File: src/sv/sha1r_pkg.sv
`timescale 1ns / 1ps

package sha1r_pkg;

  localparam logic [6:0]  ROUNDS_MAX = 7'd80;
  localparam logic [0:0]  MODE_CHAIN = 1'b0;
  localparam logic [0:0]  MODE_MSG   = 1'b1;
  localparam logic [3:0]  MSG_LAST_INDEX   = 4'd15;
  localparam logic [3:0]  CHAIN_WORDS      = 4'd5;
  localparam logic [2:0]  DIGEST_LAST_INDEX = 3'd4;

  localparam logic [31:0] K0 = 32'h5a827999;
  localparam logic [31:0] K1 = 32'h6ed9eba1;
  localparam logic [31:0] K2 = 32'h8f1bbcdc;
  localparam logic [31:0] K3 = 32'hca62c1d6;

  typedef struct packed {
    logic [0:0]  mode;
    logic [3:0]  word_index;
    logic [31:0] word;
  } in_item_t;

  typedef struct packed {
    logic [31:0] digest_word;
    logic [2:0]  out_index;
    logic        last;
  } out_item_t;

  typedef struct packed {
    logic       accept;
    logic       load;
    logic       round;
    logic       emit;
    logic [6:0] round_idx;
    logic [2:0] emit_idx;
  } ctl_cmd_t;

  typedef struct packed {
    logic out_free;
  } dp_status_t;

endpackage

File: src/sv/sha1r_datapath.sv
`timescale 1ns / 1ps

module sha1r_datapath (
  input  logic                  clk,
  input  logic                  rst_n,
  input  sha1r_pkg::ctl_cmd_t   cmd,
  output sha1r_pkg::dp_status_t status,
  input  sha1r_pkg::in_item_t   in_item,
  input  logic                  out_stall,
  output logic                  out_valid,
  output sha1r_pkg::out_item_t  out_item
);

  logic [31:0] msg_r  [16];
  logic [31:0] win_r  [16];
  logic [31:0] work_r [5];
  logic [31:0] chain_r [5];
  logic        out_valid_r;
  sha1r_pkg::out_item_t out_item_r;

  logic [31:0] a, b, c, d, e;
  logic [31:0] f, k, t, new_w, sum;

  assign a = work_r[0];
  assign b = work_r[1];
  assign c = work_r[2];
  assign d = work_r[3];
  assign e = work_r[4];

  always_comb begin
    if (cmd.round_idx inside {[7'd0:7'd19]}) begin
      f = (b & c) | (~b & d);
      k = sha1r_pkg::K0;
    end else if (cmd.round_idx inside {[7'd20:7'd39]}) begin
      f = b ^ c ^ d;
      k = sha1r_pkg::K1;
    end else if (cmd.round_idx inside {[7'd40:7'd59]}) begin
      f = (b & c) | (b & d) | (c & d);
      k = sha1r_pkg::K2;
    end else begin
      f = b ^ c ^ d;
      k = sha1r_pkg::K3;
    end
  end

  assign t = {a[26:0], a[31:27]} + f + e + k + win_r[0];

  logic [31:0] mix;
  assign mix   = win_r[13] ^ win_r[8] ^ win_r[2] ^ win_r[0];
  assign new_w = {mix[30:0], mix[31]};

  assign sum = chain_r[cmd.emit_idx] + work_r[cmd.emit_idx];

  always_ff @(posedge clk) begin
    if (cmd.accept && in_item.mode == sha1r_pkg::MODE_MSG) begin
      msg_r[in_item.word_index] <= in_item.word;
    end
  end

  // The window holds W[i] .. W[i+15] at round i, so the schedule advances by shifting.
  always_ff @(posedge clk) begin
    if (cmd.load) begin
      for (int i = 0; i < 16; i++) begin
        win_r[i] <= msg_r[i];
      end
      for (int i = 0; i < 5; i++) begin
        work_r[i] <= chain_r[i];
      end
    end else if (cmd.round) begin
      for (int i = 0; i < 15; i++) begin
        win_r[i] <= win_r[i + 1];
      end
      win_r[15] <= new_w;
      work_r[0] <= t;
      work_r[1] <= a;
      work_r[2] <= {b[1:0], b[31:2]};
      work_r[3] <= c;
      work_r[4] <= d;
    end
  end

  always_ff @(posedge clk) begin
    if (!rst_n) begin
      for (int i = 0; i < 5; i++) begin
        chain_r[i] <= 32'd0;
      end
    end else if (cmd.emit) begin
      chain_r[cmd.emit_idx] <= sum;
    end else if (cmd.accept && in_item.mode == sha1r_pkg::MODE_CHAIN &&
                 in_item.word_index < sha1r_pkg::CHAIN_WORDS) begin
      chain_r[in_item.word_index[2:0]] <= in_item.word;
    end
  end

  always_ff @(posedge clk) begin
    if (!rst_n) begin
      out_valid_r <= 1'b0;
    end else if (cmd.emit) begin
      out_valid_r <= 1'b1;
    end else if (!out_stall) begin
      out_valid_r <= 1'b0;
    end
  end

  always_ff @(posedge clk) begin
    if (cmd.emit) begin
      out_item_r.digest_word <= sum;
      out_item_r.out_index   <= cmd.emit_idx;
      out_item_r.last        <= (cmd.emit_idx == sha1r_pkg::DIGEST_LAST_INDEX);
    end
  end

  assign status.out_free = !out_valid_r || !out_stall;
  assign out_valid       = out_valid_r;
  assign out_item        = out_item_r;

endmodule

File: src/sv/sha1r_controller.sv
`timescale 1ns / 1ps

module sha1r_controller (
  input  logic                  clk,
  input  logic                  rst_n,
  input  logic                  in_valid,
  output logic                  in_stall,
  input  sha1r_pkg::in_item_t   in_item,
  input  logic                  cfg_valid,
  output logic                  cfg_ready,
  input  logic [6:0]            cfg_data,
  input  sha1r_pkg::dp_status_t status,
  output sha1r_pkg::ctl_cmd_t   cmd
);

  localparam logic [1:0] ST_IDLE  = 2'd0;
  localparam logic [1:0] ST_START = 2'd1;
  localparam logic [1:0] ST_ROUND = 2'd2;
  localparam logic [1:0] ST_OUT   = 2'd3;

  logic [1:0] state_r, state_nxt;
  logic [6:0] round_idx_r, round_idx_nxt;
  logic [2:0] emit_idx_r, emit_idx_nxt;
  logic [6:0] round_count_r;

  always_comb begin
    state_nxt     = state_r;
    round_idx_nxt = round_idx_r;
    emit_idx_nxt  = emit_idx_r;
    cmd.accept    = 1'b0;
    cmd.load      = 1'b0;
    cmd.round     = 1'b0;
    cmd.emit      = 1'b0;
    cmd.round_idx = round_idx_r;
    cmd.emit_idx  = emit_idx_r;
    case (state_r)
      ST_IDLE: begin
        cmd.accept = in_valid;
        if (in_valid && in_item.mode == sha1r_pkg::MODE_MSG &&
            in_item.word_index == sha1r_pkg::MSG_LAST_INDEX) begin
          state_nxt = ST_START;
        end
      end
      ST_START: begin
        cmd.load      = 1'b1;
        round_idx_nxt = 7'd0;
        emit_idx_nxt  = 3'd0;
        state_nxt     = (round_count_r == 7'd0) ? ST_OUT : ST_ROUND;
      end
      ST_ROUND: begin
        cmd.round     = 1'b1;
        round_idx_nxt = round_idx_r + 7'd1;
        if (round_idx_r == round_count_r - 7'd1) begin
          state_nxt = ST_OUT;
        end
      end
      ST_OUT: begin
        if (status.out_free) begin
          cmd.emit     = 1'b1;
          emit_idx_nxt = emit_idx_r + 3'd1;
          if (emit_idx_r == sha1r_pkg::DIGEST_LAST_INDEX) begin
            state_nxt = ST_IDLE;
          end
        end
      end
      default: begin
        state_nxt = ST_IDLE;
      end
    endcase
  end

  always_ff @(posedge clk) begin
    if (!rst_n) begin
      state_r     <= ST_IDLE;
      round_idx_r <= 7'd0;
      emit_idx_r  <= 3'd0;
    end else begin
      state_r     <= state_nxt;
      round_idx_r <= round_idx_nxt;
      emit_idx_r  <= emit_idx_nxt;
    end
  end

  always_ff @(posedge clk) begin
    if (!rst_n) begin
      round_count_r <= sha1r_pkg::ROUNDS_MAX;
    end else if (cfg_valid && cfg_ready) begin
      round_count_r <= (cfg_data > sha1r_pkg::ROUNDS_MAX) ? sha1r_pkg::ROUNDS_MAX : cfg_data;
    end
  end

  assign in_stall  = (state_r != ST_IDLE);
  assign cfg_ready = 1'b1;

endmodule

File: src/sv/sha1_compression_reduced_rounds.sv
`timescale 1ns / 1ps
// Channel   Direction  Handshake           Carries
// in_       input      in_valid/in_stall   mode, word_index, word
// out_      output     out_valid/out_stall digest_word, out_index, last
// cfg_      input      cfg_valid/cfg_ready round_count (saturates at 80)
//
// Chaining words and message words 0 to 14 are taken unstalled while idle.
// Word 15 stalls the input through the load, R rounds (R = round_count) and
// the five digest emits; one round per cycle uses the single round adder.
// Each digest word waits in the output register; out_stall holds the emit step.
// Synchronous reset clears the chaining words and sets round_count to 80.

module sha1_compression_reduced_rounds (
  input  logic                 clk,
  input  logic                 rst_n,
  input  logic                 in_valid,
  output logic                 in_stall,
  input  sha1r_pkg::in_item_t  in_item,
  output logic                 out_valid,
  input  logic                 out_stall,
  output sha1r_pkg::out_item_t out_item,
  input  logic                 cfg_valid,
  output logic                 cfg_ready,
  input  logic [6:0]           cfg_data
);

  sha1r_pkg::ctl_cmd_t   cmd;
  sha1r_pkg::dp_status_t status;

  sha1r_controller u_ctrl (
    .clk       (clk),
    .rst_n     (rst_n),
    .in_valid  (in_valid),
    .in_stall  (in_stall),
    .in_item   (in_item),
    .cfg_valid (cfg_valid),
    .cfg_ready (cfg_ready),
    .cfg_data  (cfg_data),
    .status    (status),
    .cmd       (cmd)
  );

  sha1r_datapath u_dp (
    .clk       (clk),
    .rst_n     (rst_n),
    .cmd       (cmd),
    .status    (status),
    .in_item   (in_item),
    .out_stall (out_stall),
    .out_valid (out_valid),
    .out_item  (out_item)
  );

  a_emit_free: assert property (@(posedge clk) disable iff (!rst_n)
    cmd.emit |-> !(out_valid && out_stall))
    else $error("digest word emitted over a waiting result");

  a_run_stalls: assert property (@(posedge clk) disable iff (!rst_n)
    (in_valid && !in_stall && in_item.mode == sha1r_pkg::MODE_MSG &&
     in_item.word_index == sha1r_pkg::MSG_LAST_INDEX) |=> in_stall)
    else $error("input not stalled after the final message word");

  a_last_index: assert property (@(posedge clk) disable iff (!rst_n)
    (out_valid && out_item.last) |-> out_item.out_index == sha1r_pkg::DIGEST_LAST_INDEX)
    else $error("last flag on a digest word other than the fifth");

  a_round_vs_emit: assert property (@(posedge clk) disable iff (!rst_n)
    !(cmd.round && cmd.emit) && !(cmd.accept && (cmd.round || cmd.emit || cmd.load)))
    else $error("conflicting datapath commands");

endmodule
File: config.mk
export PLATFORM = sky130hd
export DESIGN_NAME = sha1_compression_reduced_rounds
export DESIGN_NICKNAME = d
export VERILOG_FILES = /design/src/sv/sha1r_pkg.sv /design/src/sv/sha1r_datapath.sv /design/src/sv/sha1r_controller.sv /design/src/sv/sha1_compression_reduced_rounds.sv
export SDC_FILE = /design/constraint.sdc
export NUM_CORES = 2
export LEC_CHECK = 0
export BUFFER_PORTS_ARGS = -buffer_cell sky130_fd_sc_hd__buf_2
export CAP_MARGIN = 30
export CORE_UTILIZATION = 45
export DETAILED_ROUTE_END_ITERATION = 8
export PLACE_DENSITY_LB_ADDON = 0.15
export REMOVE_ABC_BUFFERS = 1
export SLEW_MARGIN = 40
export SYNTH_ARGS = -nofsm -noshare
export SYNTH_HDL_FRONTEND = slang
export SYNTH_SLANG_ARGS = --single-unit
File: constraint.sdc
create_clock -name clk -period 20.7 [get_ports clk]
set_input_delay 1.035 -clock clk [delete_from_list [all_inputs] [get_ports clk]]
set_output_delay 1.035 -clock clk [all_outputs]
set_load 0.005 [all_outputs]
Word-level counts from Yosys, hierarchy flattened --
Memory sizes are Yosys's and may differ from the RTL's. A register that Yosys moved wholly into a read port is not among the register bits. Index checks and enable logic that the tools add are counted.
Operators by class: equality and inequality tests 11, $add $sub $neg 8, muxes and demuxes 69, $lt $le $gt $ge 8, bitwise operators 35, reduce and logical (&&, ||, !) cells 20
Operators with widths (number):
- 2-to-1 mux 32 bit | 28
- adder 32 bit | 5
- XOR 32 bit | 5
- AND 32 bit | 4
- OR 32 bit | 3
- OR reduction 32 bit | 2
- inverter 32 bit | 1
- 2-to-1 mux 31 bit | 1
- 2-to-1 mux 1 bit | 25
- 2-to-1 mux 3 bit | 7
- OR 1 bit | 21
- less-or-equal comparator 7 x 6 -> 1 bit (second input constant) | 2
- one-hot mux 7 bit (2 select lines) | 1
- logical AND 1 bit | 8
- 2-to-1 mux 2 bit | 4
- != test 2 x 1 -> 1 bit (second input constant) | 4
- one-hot mux 2 bit (4 select lines) | 1
- adder 7 x 1 -> 7 bit (second input constant) | 1
- equality test 7 bit | 1
- >= comparator 7 x 1 -> 1 bit (second input constant) | 1
- >= comparator 7 x 5 -> 1 bit (second input constant) | 1
- >= comparator 7 x 6 -> 1 bit (second input constant) | 1
- > comparator 7 bit (second input constant) | 1
- less-or-equal comparator 7 x 5 -> 1 bit (second input constant) | 1
- other kinds (18) | 22
Storage, ports and cells: memory bits (writable) 1344, input port bits 49, memories 4, output and inout port bits 39, word-level logic and storage cells 163, register bits after elaboration 56
Memories:
- u_dp.msg_r | depth 16, bits a word 32, rd ports 16, clocked after Yosys merged registers in 0, write ports 1, line sha1r_datapath.sv:14 | logic [31:0] msg_r [16];
- u_dp.win_r | depth 16, bits a word 32, rd ports 16, clocked after Yosys merged registers in 0, write ports 16, line sha1r_datapath.sv:15 | logic [31:0] win_r [16];
- u_dp.chain_r | depth 5, bits a word 32, rd ports 6, clocked after Yosys merged registers in 1, write ports 5, line sha1r_datapath.sv:17 | logic [31:0] chain_r [5];
- u_dp.work_r | depth 5, bits a word 32, rd ports 6, clocked after Yosys merged registers in 1, write ports 5, line sha1r_datapath.sv:16 | logic [31:0] work_r [5];

Logic depth before layout (Yosys ltp) --
An unclocked memory read counts as a cell.
depth after elaboration 12, depth in mapped cells 24, gate-level depth less buffers 24

Modules after synthesis --
From an unflattened synthesis, not the netlist that was laid out.
Unflattened totals: cells, all modules 4950, area total of the unflattened synthesis 66668.9 um^2
Modules (own cells, without submodules):
- sha1r_datapath | seq. area each 44342.5 um^2, area each 65519.1 um^2, cells each 4810, times used 1
- sha1r_controller | seq. area each 380.4 um^2, area each 1149.9 um^2, cells each 140, times used 1

Least setup slack after synthesis --
OpenSTA, ideal clock, no wires.
path kind reg-to-reg, from reg u_ctrl.state_r[0], to reg u_ctrl.round_idx_r[6], required time 20.629 ns, data arrival time 15.443 ns, library setup time 0.071 ns, slack 5.185 ns, cell stages (with the launch flop) 7, buffers on the path 1, path through dfxtp_1 -> inv_1 -> ha_1 -> clkbuf_1 -> nand4_1 -> or3_1 -> a21oi_1
On the way: longest elaborated chain between the ends 2, elaborated cells between the ends (all ways) 4
RTL lines:
- start, declared | line sha1r_controller.sv:21 | logic [1:0] state_r, state_nxt;
- start signal, assigned | line sha1r_controller.sv:78 | state_r <= state_nxt;
- equality test 2 bit or equality test 2 x 1 -> 1 bit (tied branches) | line sha1r_controller.sv:36 | case (state_r)
- one-hot mux 7 bit (2 select lines) or nonzero test 2 bit (tied branches)
- end signal, assigned | line sha1r_controller.sv:79 | round_idx_r <= round_idx_nxt;
- end, declared | line sha1r_controller.sv:22 | logic [6:0] round_idx_r, round_idx_nxt;
Several ways; a longest one is shown, not always the timed one. A chain may end at the register's enable or synchronous reset.

==> metrics.txt <==
Worst VDD drop=0.0000811 V; Core Box Area=146000 sq um; clock skew=between 30 and 40 ps; GP Congestion=0.875; DP Worst Slack=13860 ps; Reg2Reg Setup Slack=13850 ps; ys flop type=edfxtp_1; Fillers=approximately 12k; Startpoint Class=flop; CTS tree=yes; Fin. Hold Viols=0; initial antenna violation count=10; uppermost layer routed=met5; worst-skew pair later-pin latency=800 ps; Hold Startpoint=cfg_data[6]; WHS Endpoint=u_ctrl.round_count_r[6]$_SDFFE_PN1P_; EDFF count, synth=1476; # rows=140; max_slew headroom=between 40% and 50%; Min Hold Slack=around 500 ps; post-route ant nets=0; dpl hpwl=98800 microns; CP Data Required Time=21360 ps; Post-CTS Hold Buffers=0; P&R area growth vs syn=12.9%; number of post-CTS setup repair buffers=0; DP Area=69000 sq um; Finished Cell Area=roughly 74000 sq um; metal2 WL=75100 microns; Critical Path AT=7510 ps; CTS Buffer Depth=3; full die area=148000 sq um; post-synth top area share=67.3%; cts repair resizes=0; CTS buffer count=160; Setup crit end kind=flop; fin crit share=33.1%; Clock Sinks=1499; chip height=385 microns; syn_area_per_cell=16.9 sq um; worst r2r dst=u_dp.work_r[0][31]$_DFFE_PP_; WL met3=about 8500 microns; Worst Reg-to-Reg Cells=26; fmax=0.146 GHz; # H-tree levels=4; Async S/R FF share, synth=0%; WHS Path Cells=3; vias in the first global route=around 34k; largest net degree at the start of global routing=between 100 and 150; Final Critical Period=6850 ps; Crit Path Category=flop to flop; cells after synthesis=3902; Max Cap Viol=0; DR vias/cell=5.57; sequential element share of the synthesized area=68.0%; Die X=between 300 and 400 microns; # DRC=0; Area contributors post-synth=edfxtp_1 67%, mux2_2 12%, fa_1 3.4%; layout cell share with drive strength beyond 1=29.4%; GR Overflow Total=0; synthesized flop and latch total=1499; Setup WS post-layout=~14000 ps; boundary pin count=88; leading area contributor after synthesis=edfxtp_1; met1 WL=71900 microns; RSZ-0062 raised after global routing=no; leading cell type by number of instances after synthesis=edfxtp_1; type of the tightest min-delay check=primary input to flop; Vias=~34k; Reg clk slew, reported paths=60 ps; WL final=160000 microns; final net count=4302; routed length per instance=around 26 microns; port buffer count=86; Starting Density=45.3%; # setup viols final=0; gr usage total=21.9%; Netlist Area Pre-Place=65900 sq um; Sum Neg Setup Slack=0 ps; run status=complete, no violations; router iterations before antenna repair=5; Slew @ Worst Pin=860 ps; initial DRC count=2577; pwr dens=124 nW/um^2; first-pass GRT wire length=234000 microns; reg2reg start=u_ctrl.round_idx_r[0]$_SDFFE_PN0P_; fin. max-slew vios=0; CP Max Fanout=33; Pleak=25.3 nW; Synth warnings=0; post-synth cell types=78; CTS Root Cell=clkbuf_16; Synth top cells by count=1476 x edfxtp_1, 688 x mux2_2, 258 x nor2_1
==> sequential cells by signal (all words and copies together) (netlist names), named ones only <==
signal,flops
u_ctrl.emit_idx_r,3
u_ctrl.round_count_r,7
u_ctrl.round_idx_r,7
u_ctrl.state_r,2
u_dp.chain_r,256
u_dp.msg_r,512
u_dp.out_item,36
u_dp.out_valid,1
u_dp.win_r,512
u_dp.work_r,160
==> layout make-up <==
class / count / area, sq um / share of cell area, %
clock buffers: 191 / 4170 / 5.61
inverters: 186 / 698 / 0.939
flip-flops and latches: 1499 / 44800 / 60.2
diodes: 1 / 2.50 / 0.00336
well taps: 1917 / 2400 / 3.23
multi-input cells: 2052 / 20000 / 26.9
clock inverters: 101 / 1160 / 1.56
repair buffers: 156 / 1140 / 1.54
==> critical path, cell delays in order, from the launching register on <==
cell and delay (ps):
dfxtp_1 460, ha_1 280, nand2_1 70, a31oi_1 210, o2111ai_2 170, buf_4 270
inv_2 630, nor2_2 30, buf_4 290, nand2_1 380, inv_1 100, fa_1 490
inv_1 50, fa_1 420, inv_1 70, ha_1 190, inv_1 80, fa_1 460
nor2b_1 180, o31ai_1 130, a211oi_1 340, a21oi_1 120, and2_1 210, o31a_1 360
a211o_1 340, a211o_1 260, nand3_1 80
==> routing by layer <==
layer	GRT usage, %	vias up
met5	0	-
met4	6.86	2
met3	3.77	253
met2	34.5	892
met1	30.9	17700
li1	-	15100
==> worst max path at each step <==
stage / slack, ps / to / startpoint / cells after the start
finish: 13850 / u_dp.work_r[0][31]$_DFFE_PP_ / u_ctrl.round_idx_r[0]$_SDFFE_PN0P_ / 26
global route: 13410 / u_dp.work_r[0][29]$_DFFE_PP_ / u_ctrl.round_idx_r[1]$_SDFFE_PN0P_ / 26
CTS: 13830 / u_dp.work_r[0][31]$_DFFE_PP_ / u_ctrl.round_idx_r[0]$_SDFFE_PN0P_ / 26
detailed placement: 13860 / u_dp.work_r[0][31]$_DFFE_PP_ / u_ctrl.round_idx_r[0]$_SDFFE_PN0P_ / 26
global placement: 13990 / u_dp.work_r[0][31]$_DFFE_PP_ / u_ctrl.round_idx_r[0]$_SDFFE_PN0P_ / 26
floorplan: 3410 / u_ctrl.round_idx_r[6]$_SDFFE_PN0P_ / u_ctrl.state_r[0]$_SDFFE_PN0P_ / 5
==> metrics by stage <==
stage / cells / utilization (%) / total power, mW
after floorplan: 3737 / - / 5.99
after global placement: 5802 / 47.3 / 6.33
after detailed placement: 5808 / 47.4 / 6.34
after CTS: 6100 / 51.0 / 9.28
after global routing: 6102 / 51.1 / 9.69
final: 6103 / 51.1 / 9.20
==> cells in the final DEF, fill, tap and decap left out, drive strengths merged, types with 57 or more instances in the layout <==
cell type	Yosys	routed
mux2	688	688
a21oi	71	71
nand2	114	114
mux4	96	96
nor2	258	258
xnor2	153	153
edfxtp	1476	1476
clkbuf	144	191
o21ai	82	82
buf	21	156
clkinv	1	75
inv	185	190
fa	113	113
mux2i	57	57
ha	85	85
==> power by group <==
group / switching [mW] / total [mW] / internal, mW
registers: 0.189 / 3.99 / 3.80
logic: 1.36 / 2.31 / 0.946
clock network: 1.22 / 2.91 / 1.69
total: 2.77 / 9.20 / 6.43
==> kinds of logic (layout without fill, tap and decap cells) <==
kind of cell | after synthesis | in the layout | synth area share (%)
AOI/OAI and AO/OA | 321 | 321 | 3.28
adders and majority gates | 198 | 198 | 5.05
buffers and inverters | 351 | 634 | 2.02
muxes | 841 | 841 | 15.9
DFF | 1499 | 1499 | 68.0
and+or+nand+nor | 520 | 520 | 3.50
other | 1 | 2 | 0.00569
xor gates and xnor gates | 171 | 171 | 2.27
(Power assumes the default switching activity.)
